--- src/elliptic_window_moving_average_assert.svh ---
`ifndef ELLIPTIC_WINDOW_MOVING_AVERAGE_ASSERT_SVH
`define ELLIPTIC_WINDOW_MOVING_AVERAGE_ASSERT_SVH

// check a property on every clock edge outside reset
`define EWMA_CHECK(name, prop, msg) \
   name: assert property (@(posedge clock) disable iff (reset) prop) else $error(msg);

// check that a condition never holds outside reset
`define EWMA_NEVER(name, cond, msg) \
   name: assert property (@(posedge clock) disable iff (reset) !(cond)) else $error(msg);

`endif

--- src/ewma_pkg.sv ---
package ewma_pkg;

   localparam int MAX_POINTS = 1024;
   localparam int ADDR_W     = $clog2(MAX_POINTS);
   localparam int CNT_W      = $clog2(MAX_POINTS + 1);
   localparam int DIFF_W     = 33;
   localparam int ROT_W      = 50;
   localparam int T_W        = 96;
   localparam int SQ_W       = 192;
   localparam int SUM_W      = CNT_W + 32;
   localparam int MAG_W      = SUM_W - 1;
   localparam int ENTRY_W    = 96;

   typedef enum logic [1:0] {
      OP_CLEAR = 2'd0,
      OP_LOAD  = 2'd1,
      OP_QUERY = 2'd2
   } op_type;

   typedef enum logic [2:0] {
      REG_RADIUS_ONE = 3'd0,
      REG_RADIUS_TWO = 3'd1,
      REG_COS_ANGLE  = 3'd2,
      REG_SIN_ANGLE  = 3'd3,
      REG_MIN_POINTS = 3'd4,
      REG_NODATA     = 3'd5
   } reg_type;

   typedef enum logic [3:0] {
      ST_IDLE,
      ST_BND_MUL,
      ST_BND_SQ,
      ST_PT_RD,
      ST_PT_DIFF,
      ST_ROT,
      ST_AX_MUL,
      ST_AX_SQ,
      ST_CMP,
      ST_FIN,
      ST_DIV
   } state_type;

endpackage

--- src/ewma_div.sv ---
module ewma_div import ewma_pkg::*; (
   input  logic             clock,
   input  logic             reset,
   input  logic             go,
   input  logic [MAG_W-1:0] dividend,
   input  logic [CNT_W-1:0] divisor,
   output logic             running,
   output logic             done,
   output logic [MAG_W-1:0] quotient
);

   logic             run_ff, run_in;
   logic             done_ff, done_in;
   logic [5:0]       cnt_ff, cnt_in;
   logic [CNT_W-1:0] rem_ff, rem_in;
   logic [MAG_W-1:0] quo_ff, quo_in;
   logic [CNT_W:0]   trial, diff;
   logic             fits;

   always_comb begin
      trial   = {rem_ff, quo_ff[MAG_W-1]};
      diff    = trial - (CNT_W + 1)'(divisor);
      fits    = trial >= (CNT_W + 1)'(divisor);
      run_in  = run_ff;
      done_in = 1'b0;
      cnt_in  = cnt_ff;
      rem_in  = rem_ff;
      quo_in  = quo_ff;
      if (!run_ff) begin
         if (go && !done_ff) begin
            run_in = 1'b1;
            cnt_in = '0;
            rem_in = '0;
            quo_in = dividend;
         end
      end else begin
         rem_in = fits ? diff[CNT_W-1:0] : trial[CNT_W-1:0];
         quo_in = {quo_ff[MAG_W-2:0], fits};
         cnt_in = cnt_ff + 6'd1;
         if (cnt_ff == 6'(MAG_W - 1)) begin
            run_in  = 1'b0;
            done_in = 1'b1;
         end
      end
   end

   always_ff @(posedge clock) begin
      if (reset) begin
         run_ff  <= 1'b0;
         done_ff <= 1'b0;
         cnt_ff  <= '0;
      end else begin
         run_ff  <= run_in;
         done_ff <= done_in;
         cnt_ff  <= cnt_in;
      end
      rem_ff <= rem_in;
      quo_ff <= quo_in;
   end

   assign running  = run_ff;
   assign done     = done_ff;
   assign quotient = quo_ff;

endmodule
--- config.mk ---
export PLATFORM = sky130hd
export DESIGN_NAME = ewma_div
export DESIGN_NICKNAME = d
export VERILOG_FILES = /design/src/elliptic_window_moving_average_assert.svh /design/src/ewma_pkg.sv /design/src/ewma_div.sv
export SDC_FILE = /design/constraint.sdc
export NUM_CORES = 1
export LEC_CHECK = 0
export ABC_AREA = 1
export BUFFER_PORTS_ARGS = -buffer_cell sky130_fd_sc_hd__buf_2
export CELL_PAD_IN_SITES_DETAIL_PLACEMENT = 1
export CELL_PAD_IN_SITES_GLOBAL_PLACEMENT = 2
export CORE_UTILIZATION = 26
export DETAILED_ROUTE_END_ITERATION = 7
export GPL_ROUTABILITY_DRIVEN = 0
export PLACE_DENSITY = 0.87
export SLEW_MARGIN = 0
export SYNTH_ARGS = -nofsm -noshare
export SYNTH_HDL_FRONTEND = slang
export SYNTH_SLANG_ARGS = --single-unit
--- constraint.sdc ---
create_clock -name clock -period 1.9 [get_ports clock]
set_clock_uncertainty 0.1 [all_clocks]
set_input_delay 0.285 -clock clock [delete_from_list [all_inputs] [get_ports clock]]
set_output_delay 0.285 -clock clock [all_outputs]
set_load 0.02 [all_outputs]
==> metrics.cfg <==
[sta]
tightest_slew_ns=0.717
report.final.slew_viol_count=0
finalCriticalPeriod_ns=2.02
layout_worst_path_cycle_share_pct=106
finalSetupViolations=12
final_setup_margin_ns=-0.118
hold_violations=0
unrepaired_setup_endpoints_after_global_routing=true
max_clock_freq_ghz=0.496
timing.slew.headroom_pct=52.2

[floorplan]
dieArea_um2=13900
core_um2=12800
initial_core_util_pct=27.2
dieHeight_um=118
dieWidth_um=118
placementRows=41
io_pins=100

[layout]
area_growth_pct=39.4
final-seq-area_um2=1760
postLayoutCellArea_um2=4850
design.final.nets=638
layoutNonFillerInstCount=745
antenna_cells=0
multi_input_area_um2=1630
drive_gt1_share_pct=32.5
fillCellCount=1603

[detailed_routing]
vias_per_cell=4.37
drt-pass1-iter-count=5
wirelength_mm=10.2
drcViolationCount=0
drt_first_iter_violations=97
detail_routed_net_length_per_standard_cell_um=13.7
detail-route-antenna-nets=0
route.vias.total=3252

[clocking]
clk_root_buffer_cell=sky130_fd_sc_hd__clkbuf_16
hold_buffers=0
cts_inserted_buffers=9
cts_tree=done
worstSkewPairLatency_ns=0.33
maximum_buffer_depth_of_the_clock_tree=2
htree_num_levels=3
clkSlewWorstSetupHoldPaths_ns=0.05
cts.sinks=61

[power_and_ir_drop]
intPower_mw=3.06
netSwitchingFraction_pct=32.1
p_switching_mw=1.45
leakage_component_of_the_power_nw=2.41
power.density_cell_area_nw_per_um2=928
power_mw=4.50
power.sequential.fraction_pct=39.0
clock_network_power_share_pct=31.3
power.share.combinational_pct=29.7
vdd_drop_max_mv=0.512

[setup_path]
critPathRequiredTime_ns=1.88
start_kind=register
arrival_ns=2.00
critical_path.startpoint=quotient[41]
rr_startpoint=quotient[41]
critPathCaptureType=register
timing.critical_path.fanout_max=4
critPathKind=register to register

[outcome]
violated_checks=negative setup slack
run_status=complete, but fails checks

[worst_hold_path]
min-delay-start=reset
holdCritPathClass=input pin to register

[global_routing]
largest_net_degree_at_the_start_of_global_routing=54
globalRoute.totalOverflow=0
grt_pass1_wl_mm=17.0
antenna_found_initial=0
grt_use_total_pct=15.4
grt_pass1_vias=3558

[logic_synthesis]
synth-seq-cells=61
syn_nets=506
syn_avg_cell_area_um2=7.99
synth_common_cells=sky130_fd_sc_hd__nand2_1, sky130_fd_sc_hd__inv_1, sky130_fd_sc_hd__edfxtp_1
yosys_most_used_dff=sky130_fd_sc_hd__edfxtp_1
synth_top_area_share_pct=45.7
post_synth_instance_area_um2=3480
yosys_warnings=0
syn_inst=436
yosys.cell_count.top_type=sky130_fd_sc_hd__nand2_1
synth_sequential_area_ratio_pct=50.3
netlist.top_cell.by_area=sky130_fd_sc_hd__edfxtp_1
async_flop_share_pct=0
post_synth_main_area_contributors=sky130_fd_sc_hd__edfxtp_1, sky130_fd_sc_hd__nand2_1, sky130_fd_sc_hd__inv_1
post_synth_num_cell_types=28
synth-edff-count=53

[placed_design]
placedCellCount=720
dpl_worst_slack_ns=-0.187
io_buffers=99
post_dp_cell_area_um2=4370
post_detailed_placement_half_perimeter_wirelength_mm=7.47

[run]
maxCapViolCount=0

==> registers in the layout, indices dropped and copies added (netlist names) <==
name / count
done: 1
rem_ff: 11
cnt_ff: 6
quotient: 42
running: 1
==> critical path: stages, from the launching register on <==
cell and delay, ns:
sky130_fd_sc_hd__edfxtp_1 0.36, sky130_fd_sc_hd__inv_2 0.06, sky130_fd_sc_hd__ha_4 0.16, sky130_fd_sc_hd__fa_2 0.40
sky130_fd_sc_hd__inv_2 0.08, sky130_fd_sc_hd__nand3_2 0.09, sky130_fd_sc_hd__nand3_4 0.10, sky130_fd_sc_hd__buf_4 0.11
sky130_fd_sc_hd__buf_4 0.10, sky130_fd_sc_hd__xor2_2 0.07, sky130_fd_sc_hd__nor2_2 0.10, sky130_fd_sc_hd__nor2_1 0.04
==> final timing paths <==
| kind | to | slack (ns) | depth (start not counted) |
|---|---|---|---|
| setup / recovery | rem_ff[4] | -0.12 | 11 |
| hold / removal | running | 0.09 | 2 |
| setup reg to reg | rem_ff[4] | -0.12 | 11 |
| hold reg to reg | cnt_ff[4] | 0.43 | 2 |
==> cells by family after synthesis <==
logic type / count (synthesis) / share of synthesized area [%]
and+or+nand+nor: 272 / 33.0
buffers and inverters: 72 / 8.48
xor gates and xnor gates: 3 / 0.755
AOI/OAI and AO/OA: 14 / 2.19
DFF: 61 / 50.3
adders and majority gates: 14 / 5.25
==> power by group through the flow <==
stage          clock, mW  sequential [mW]  combinational, mW
2_1_floorplan          0             1.88              0.621
3_3_place_gp           0             1.76               1.19
3_5_place_dp           0             1.77               1.22
4_1_cts             1.45             1.75               1.30
5_1_grt             1.49             1.77               1.49
6_report            1.41             1.76               1.34
==> cells in the final DEF (no fill, tap or decap), types with 2 or more instances in the layout <==
cell / netlist / layout
sky130_fd_sc_hd__nor3b_1: 2 / 2
sky130_fd_sc_hd__inv_1: 57 / 54
sky130_fd_sc_hd__edfxtp_1: 53 / 53
sky130_fd_sc_hd__ha_4: 0 / 8
sky130_fd_sc_hd__buf_4: 2 / 33
sky130_fd_sc_hd__clkbuf_1: 5 / 3
sky130_fd_sc_hd__nor2_1: 29 / 24
sky130_fd_sc_hd__o21ai_0: 3 / 3
sky130_fd_sc_hd__nand3_4: 0 / 3
sky130_fd_sc_hd__nand2_1: 196 / 196
sky130_fd_sc_hd__ha_1: 13 / 4
sky130_fd_sc_hd__nor3_1: 3 / 3
sky130_fd_sc_hd__nand3_1: 15 / 13
sky130_fd_sc_hd__nor2_4: 0 / 4
sky130_fd_sc_hd__nand4_1: 12 / 12
sky130_fd_sc_hd__nor2_2: 7 / 9
sky130_fd_sc_hd__buf_2: 2 / 99
sky130_fd_sc_hd__dfxtp_1: 8 / 6
sky130_fd_sc_hd__clkinv_1: 0 / 4
sky130_fd_sc_hd__nand3_2: 4 / 3
sky130_fd_sc_hd__inv_2: 1 / 3
sky130_fd_sc_hd__nand2_2: 2 / 2
sky130_fd_sc_hd__clkbuf_16: 0 / 9
sky130_fd_sc_hd__a21oi_1: 9 / 7
==> per-stage QoR <==
step | util [%] | setup TNS [ns] | hold slack [ns]
global placement | 34.1 | -0.909 | 0.393
floorplan | - | -1.87 | 0.244
finish | 37.8 | -1.22 | 0.0888
detailed placement | 34.1 | -1.92 | 0.423
CTS | 37.1 | -1.32 | 0.0770
global route | 37.8 | -2.13 | 0.110
==> layer usage <==
| metal | vias to the layer above | track usage, % | wire length [um] | part of all wire [%] |
|---|---|---|---|---|
| li1 | 1648 | - | - | - |
| met1 | 1503 | 17.8 | 4470 | 44 |
| met2 | 86 | 25.6 | 4850 | 47 |
| met3 | 15 | 4.46 | 699 | 6.8 |
| met4 | 0 | 8.25 | 207 | 2.0 |
| met5 | - | 0 | 0 | 0 |
==> final cells by class <==
class                   count  share of cell area (%)
repair buffers            134                    16.0
flip-flops and latches     61                    36.2
clock buffers              12                    4.87
inverters                  58                    4.56
multi-input cells         304                    33.7
well taps                 172                    4.43
clock inverters             4                   0.309
==> timing repair <==
item                                    in CTS  in global routing
setup buffers                                5                  4
pin swaps                                    2                  6
endpoints found under the setup margin      12                 12
cloned                                       1                  0
resized for setup                           18                  9
No activity file was read; power rests on OpenSTA's default activity.
